`src/hdl/mpe_pkg.sv`:
```
// shared types, constants and saturation helper for the polynomial evaluator
// no dependencies; imported by mpe_mulq and multivariate_polynomial_eval
package mpe_pkg;

    localparam int MPE_MAX_TERMS = 128;
    localparam int MPE_NUM_VARS  = 3;
    localparam int MPE_MAX_POWER = 10;

    localparam int QW   = 48;   // internal q32.16 width
    localparam int DW   = 32;   // q16.16 operand width
    localparam int NVAR = 3;    // variables carried by the ports

    localparam logic signed [QW-1:0] ONE_Q16 = 48'sd65536;
    localparam logic signed [QW-1:0] LIM_POS = 48'sh7FFF_FFFF_FFFF;
    localparam logic signed [QW-1:0] LIM_NEG = 48'sh8000_0000_0000;

    // configuration register indexes
    localparam logic [3:0] REG_TERM_COUNT = 4'd0;
    localparam logic [3:0] REG_MEAN       = 4'd1;
    localparam logic [3:0] REG_UPPER_A    = 4'd2;
    localparam logic [3:0] REG_UPPER_B    = 4'd3;
    localparam logic [3:0] REG_UPPER_C    = 4'd4;
    localparam logic [3:0] REG_SCALE_A    = 4'd5;
    localparam logic [3:0] REG_SCALE_B    = 4'd6;
    localparam logic [3:0] REG_SCALE_C    = 4'd7;

    // command codes
    localparam logic CMD_LOAD = 1'b0;
    localparam logic CMD_EVAL = 1'b1;

    typedef logic signed [QW-1:0] t_q48;

    typedef struct packed {
        logic start;
        t_q48 a;
        t_q48 b;
    } t_mul_req;

    typedef struct packed {
        logic done;
        t_q48 res;
        logic sat;
    } t_mul_rsp;

    typedef struct packed {
        t_q48 val;
        logic sat;
    } t_clip;

    // clamp a 50-bit signed value into the 48-bit range
    function automatic t_clip clip48(input logic signed [49:0] x);
        t_clip c;
        if (x > 50'(LIM_POS)) begin
            c.val = LIM_POS;
            c.sat = 1'b1;
        end else if (x < 50'(LIM_NEG)) begin
            c.val = LIM_NEG;
            c.sat = 1'b1;
        end else begin
            c.val = x[QW-1:0];
            c.sat = 1'b0;
        end
        return c;
    endfunction

endpackage

```
`src/hdl/mpe_mulq.sv`:
```
// iterative q32.16 multiplier: 48x48 magnitude product from four 24x24 partial products
// depends on mpe_pkg for the request/response structs and widths
module mpe_mulq import mpe_pkg::*; (
    input  logic     i_clk,
    input  logic     i_rst_n,
    input  t_mul_req i_req,
    output t_mul_rsp o_rsp
);

    logic            r_busy;
    logic [1:0]      r_cnt;
    logic            r_fin;
    logic            r_done;
    logic [QW-1:0]   r_ua;
    logic [QW-1:0]   r_ub;
    logic            r_neg;
    logic [2*QW-1:0] r_acc;
    t_q48            r_res;
    logic            r_sat;

    logic [23:0]     pa;
    logic [23:0]     pb;
    logic [47:0]     pp;
    logic [2*QW-1:0] pp_sh;
    logic [79:0]     mag;
    logic [79:0]     lim;
    logic [QW-1:0]   mag_cl;
    logic            ovf;

    assign pa = r_cnt[0] ? r_ua[47:24] : r_ua[23:0];
    assign pb = r_cnt[1] ? r_ub[47:24] : r_ub[23:0];
    assign pp = 48'(pa) * 48'(pb);

    always_comb begin
        case (r_cnt)
            2'd0:    pp_sh = 96'(pp);
            2'd1:    pp_sh = 96'(pp) << 24;
            2'd2:    pp_sh = 96'(pp) << 24;
            2'd3:    pp_sh = 96'(pp) << 48;
            default: pp_sh = '0;
        endcase
    end

    // truncate toward zero on the magnitude, then clip
    assign mag    = r_acc[95:16];
    assign lim    = r_neg ? 80'h8000_0000_0000 : 80'h7FFF_FFFF_FFFF;
    assign ovf    = mag > lim;
    assign mag_cl = ovf ? lim[QW-1:0] : mag[QW-1:0];

    always_ff @(posedge i_clk) begin
        if (!i_rst_n) begin
            r_busy <= 1'b0;
            r_cnt  <= '0;
            r_fin  <= 1'b0;
            r_done <= 1'b0;
        end else begin
            r_done <= 1'b0;
            r_fin  <= 1'b0;
            if (i_req.start) begin
                r_busy <= 1'b1;
                r_cnt  <= '0;
            end else if (r_busy) begin
                r_cnt <= r_cnt + 2'd1;
                if (r_cnt == 2'd3) begin
                    r_busy <= 1'b0;
                    r_fin  <= 1'b1;
                end
            end
            if (r_fin) begin
                r_done <= 1'b1;
            end
        end
    end

    always_ff @(posedge i_clk) begin
        if (i_req.start) begin
            r_ua  <= i_req.a[QW-1] ? QW'(-i_req.a) : QW'(i_req.a);
            r_ub  <= i_req.b[QW-1] ? QW'(-i_req.b) : QW'(i_req.b);
            r_neg <= i_req.a[QW-1] ^ i_req.b[QW-1];
            r_acc <= '0;
        end else if (r_busy) begin
            r_acc <= r_acc + pp_sh;
        end
        if (r_fin) begin
            r_res <= r_neg ? t_q48'(-mag_cl) : t_q48'(mag_cl);
            r_sat <= ovf;
        end
    end

    assign o_rsp.done = r_done;
    assign o_rsp.res  = r_res;
    assign o_rsp.sat  = r_sat;

endmodule

```
`config.mk`:
```
export PLATFORM = sky130hd
export DESIGN_NAME = mpe_mulq
export DESIGN_NICKNAME = d
export VERILOG_FILES = /design/src/hdl/mpe_pkg.sv /design/src/hdl/mpe_mulq.sv
export SDC_FILE = /design/constraint.sdc
export NUM_CORES = 2
export LEC_CHECK = 0
export BUFFER_PORTS_ARGS = -buffer_cell sky130_fd_sc_hd__buf_2
export CORE_UTILIZATION = 45
export CTS_CLUSTER_SIZE = 40
export DETAILED_ROUTE_END_ITERATION = 16
export HOLD_SLACK_MARGIN = 0.12
export MAX_ROUTING_LAYER = met4
export PLACE_DENSITY = 0.58
export SLEW_MARGIN = 10
export SYNTH_ARGS = -nofsm -noshare
export SYNTH_HDL_FRONTEND = slang
export SYNTH_SLANG_ARGS = --single-unit
```
`constraint.sdc`:
```
create_clock -name i_clk -period 14.6 [get_ports i_clk]
set_clock_uncertainty 0.2 [all_clocks]
set_input_delay 3.65 -clock i_clk [delete_from_list [all_inputs] [get_ports i_clk]]
set_output_delay 3.65 -clock i_clk [all_outputs]
set_load 0.01 [all_outputs]
```
Word-level counts from Yosys, hierarchy flattened
Index checks and enable logic that the tools add are counted.
Widths: inputs -> output; s select.
Word-level totals
  input bits: 99
  flip-flop bits (word level): 247
Operators by class
  $mul: 1
  magnitude comparators: 1
  multiplexer cells: 13
  reductions and logical operators: 4
  equal/unequal tests: 3
  $add $sub $neg: 5
  bitwise operators: 3
Operators by type and width (count)
  $pmux 96 s3: 1
  $mux 48: 3
  $neg 48->48: 3
  $add 96x96->96: 1
  $mux 47: 2
  $gt 80x48->1: 1
  $mul 24x24->48: 1
  $mux 24: 2
  $mux 1: 5
  $eq 2x2->1 const B: 2
  $reduce_or 2->1: 2
  $reduce_or 3->1: 1
  $add 2x1->2 const B: 1
  $eq 2x1->1 const B: 1
  $logic_not 2->1: 1
  $not 1->1: 2
  $xor 1x1->1: 1

Logic depth before layout (Yosys ltp)
  depth in word-level cells: 5
  gate-level depth with buffers: 47
  depth with buffers taken out: 42

Worst setup path after synthesis
Ideal clock, no wire load.
  path kind: register -> register
  from: register r_cnt[0]
  to: register r_acc[94]
  path buffers: 5
  setup slack: 3.575 ns
  period minus slack after synthesis: 11.025 ns
  arrival time: 10.703 ns
  setup time: 0.122 ns
  required time: 14.278 ns
  cell stages (with the launch flop): 42
  path through: dfxtp_1 > clkbuf_1 > clkbuf_1 > clkbuf_1 > mux2i_1 > nor2_1 > fa_1 > fa_1 > inv_1 > fa_1 > fa_1 > inv_1 > fa_1 > fa_1 > inv_1 > fa_1 > inv_1 > ha_1 > [... 6 more ...] > a41o_1 > o21ai_0 > a21oi_1 > o311ai_0 > a21oi_1 > xor2_1 > a2bb2o_1 > ha_1 > clkbuf_1 > nand4_1 > or4_1 > a21oi_1 > nor3_1 > o41ai_1 > o31a_1 > a311oi_1 > and4_1 > a311o_1
On the way
  longest elaborated chain between the ends: 4
  elaborated cells between the ends (all ways): 9
Ends and longest elaborated chain
  start, declared: RTL line mpe_mulq.sv:11  | logic [1:0] r_cnt;
  start signal, assigned: RTL line mpe_mulq.sv:63  | r_cnt <= r_cnt + 2'd1;
  $mux 24 (tied with other cells): RTL line mpe_mulq.sv:30  | assign pa = r_cnt[0] ? r_ua[47:24] : r_ua[23:0];
  $mul 24x24->48 / $reduce_or 2->1 (equally long branches)
  $pmux 96 s3 (*): RTL line mpe_mulq.sv:35  | case (r_cnt)
  $add 96x96->96 (*): RTL line mpe_mulq.sv:82  | r_acc <= r_acc + pp_sh;
  end signal, assigned: RTL line mpe_mulq.sv:82
  end, declared: RTL line mpe_mulq.sv:17  | logic [2*QW-1:0] r_acc;
Every way passes the cells marked *; elsewhere a longest branch is shown, timed or not.
A chain may end at the register's enable or synchronous reset.

Worst setup path in the final report
  from: register r_cnt[0]
  to: register r_acc[92]
Same word-level chain as after synthesis.

==> impl_metrics.ini <==
[run_status]
status = finished, final reports clean

[floorplanning]
rows = 106
die_x_um = 292.7
die_area_sq_um = 85660
io_pins = 149
core_area_sq_um = 83690
die_h_um = 292.7
initial_core_util_pct = 45.43

[sta]
whs_ns = 0.2719
drv_slew = 0
post-route-period-util_pct = 91.01
fin_tns_setup_ns = 0
hold_viol_final = 0
setup_viol_count_final = 0
worst_slew_pin_slew_ns = 1.083
slew_headroom_pct = 26.35
rsz0062_at_grt = false
fin_crit_ns = 13.29
clock.fmax_mhz = 75.26

[clock_network]
cts_resized = 0
clkTransAtPathRegs_ns = 0.06
cts_num_sinks = 247
ctsHoldBuffers = 0
clock-root-buffer = clkbuf_16
clockBufferDepth = 3
cts_setup_buffers = 0
h-tree-depth = 1
tritoncts = built
cts_buffers = 31
clk_latency_ns = 0.65

[worst_hold_path]
min_path_type = flop to flop

[global_routing]
gr-total-overflow = 0
grt_pass1_vias = 31186
track_usage_pct = 29.79
grt_max_degree = 77
antenna_found_initial = 1
grt_pass1_wl_um = 190200

[placed_design]
io_buffers = 148
gp_congestion = 1.005
dp_hpwl_um = 101000

[synth]
synth_flop_cell = edfxtp_1
avgSynthCellArea_sq_um = 8.579
syn_area_sq_um = 38020
synth_cell_types = 77
synthCells = 4432
ys_seq_area_share_pct = 16.85
yosysWarnings = 0
synth_nets = 5336
synth-edff-count = 146
ys_async_sr_fraction_pct = 0
synth.ff_latch_count = 247

[setup_path]
slowest_delay_ns = 0.90
worstSetupPathType = flop to flop
crit_path_top_delay_cell = mux2i_2
critPathArrivalTime_ns = 13.61
worstPathRequired_ns = 14.92
startpoint_type = flop
cp_common_cell = fa_1
critPathMaxFanout = 32
worstSetupEndpointType = flop

[final_layout]
n_antenna_cell = 0
final_common_cell = inv_1
final_cell_mix = inv_1 (612), nand2_1 (514), nor2_1 (501)
area.growth.synth_to_final_pct = 8.092
drive_above_1_share_pct = 8.045
layout.nets = 5391

[detailed_routing]
via_per_inst = 5.688
avgRoutedWirePerCell_um = 21.84
drt_wl_total_um = 123300
ant_nets = 0
drcViolationCount = 0
drtIter0Drc = 2779
vias = 32114
drt-pass1-iter-count = 6

[run]
cap_violations = 0
[worst paths after layout]
path                         startpoint                      to  slack (ns)  cells past startpoint
setup / recovery  r_cnt[0]$_SDFFE_PP0P_  r_acc[92]$_SDFFE_PP0P_        1.31                     39
hold / removal    r_acc[4]$_SDFFE_PP0P_   r_acc[4]$_SDFFE_PP0P_        0.27                      2
setup reg to reg  r_cnt[0]$_SDFFE_PP0P_  r_acc[92]$_SDFFE_PP0P_        1.31                     39
hold reg to reg   r_acc[4]$_SDFFE_PP0P_   r_acc[4]$_SDFFE_PP0P_        0.27                      2
[kinds of logic after synthesis]
family | Yosys count | share of synthesized area [%]
flip-flops | 247 | 16.85
buffers and inverters | 808 | 7.997
multiplexers | 152 | 4.150
AND/OR/NAND/NOR | 1387 | 16.20
adder cells (fa/ha/maj) | 805 | 36.03
XOR/XNOR | 226 | 5.206
AO/OA/AOI/OAI | 807 | 13.57
[worst max-delay path, delay by kind of cell, from the launching register on]
kind / cells / cell delay (ns)
AND/OR/NAND/NOR: 9 / 2.19
XOR/XNOR: 1 / 0.21
adder cells (fa/ha/maj): 9 / 4.43
multiplexers: 1 / 0.90
AO/OA/AOI/OAI: 14 / 3.82
flip-flops: 1 / 0.67
buffers and inverters: 5 / 0.71
[layer usage]
layer	global-route usage, %	vias to the layer above	wire length, um
met3	4.378	157	9121
met1	41.55	15883	55750
met2	45.79	1168	55600
li1	-	14906	-
met4	6.525	0	2864
met5	-	-	0
[sequential cells by signal (all words and copies together), names as in the netlist]
signal / cells
r_cnt: 2
r_ub: 48
r_res: 48
r_fin: 1
r_done: 1
r_acc: 96
r_neg: 1
r_sat: 1
r_busy: 1
r_ua: 48
[per-stage QoR]
| stage | cells | setup slack (ns) | utilization [%] | area (sq um) |
|---|---|---|---|---|
| 5_1_grt | 5646 | 0.5588 | 49.11 | 41100 |
| 4_1_cts | 5646 | 1.491 | 49.11 | 41100 |
| 3_5_place_dp | 5588 | 1.599 | 47.84 | 40040 |
| 6_report | 5646 | 1.313 | 49.11 | 41100 |
| 3_3_place_gp | 5588 | 1.765 | 47.84 | 40040 |
| 2_1_floorplan | 4432 | 3.575 | - | 38020 |
[layout make-up]
class,count,area (sq um)
flip-flops and latches,247,6414
well taps,1134,1419
fillers,8169,42590
clock inverters,18,200.2
inverters,614,2305
multi-input cells,3377,28650
clock buffers,40,857.1
repair buffers,216,1257
[synthesized netlist by cell type, types with 9 or more instances]
cell,count,area [sq um]
buf_1,9,33.78
a21oi_1,229,1146
a31oi_1,19,118.9
or2_2,16,100.1
nand3_1,50,250.2
and3_1,13,81.33
nor3_1,47,235.2
nand2b_1,25,156.4
o211ai_1,16,120.1
or4_1,26,195.2
o21bai_1,31,232.7
o311ai_0,14,122.6
xnor2_1,172,1506
nor2_1,501,1881
edfxtp_1,146,4384
o21a_1,20,150.1
mux2_2,45,506.7
nor2b_1,23,143.9
clkbuf_1,183,686.9
mux2i_1,107,1071
a211oi_1,19,142.6
xor2_1,54,473.0
fa_1,483,9669
inv_1,612,2297
o31ai_1,35,262.8
nor4_1,20,125.1
dfxtp_1,101,2022
o41ai_1,16,140.1
or3_1,25,156.4
and2_1,46,287.8
o21ai_0,191,955.9
nand2_1,514,1929
a21o_1,92,690.7
o22ai_1,15,93.84
nand4_1,45,281.5
a21boi_0,14,105.1
ha_1,322,4029
Power is not shown: default switching activity piles up to over one toggle a cycle in this logic, so the estimate is an artifact.
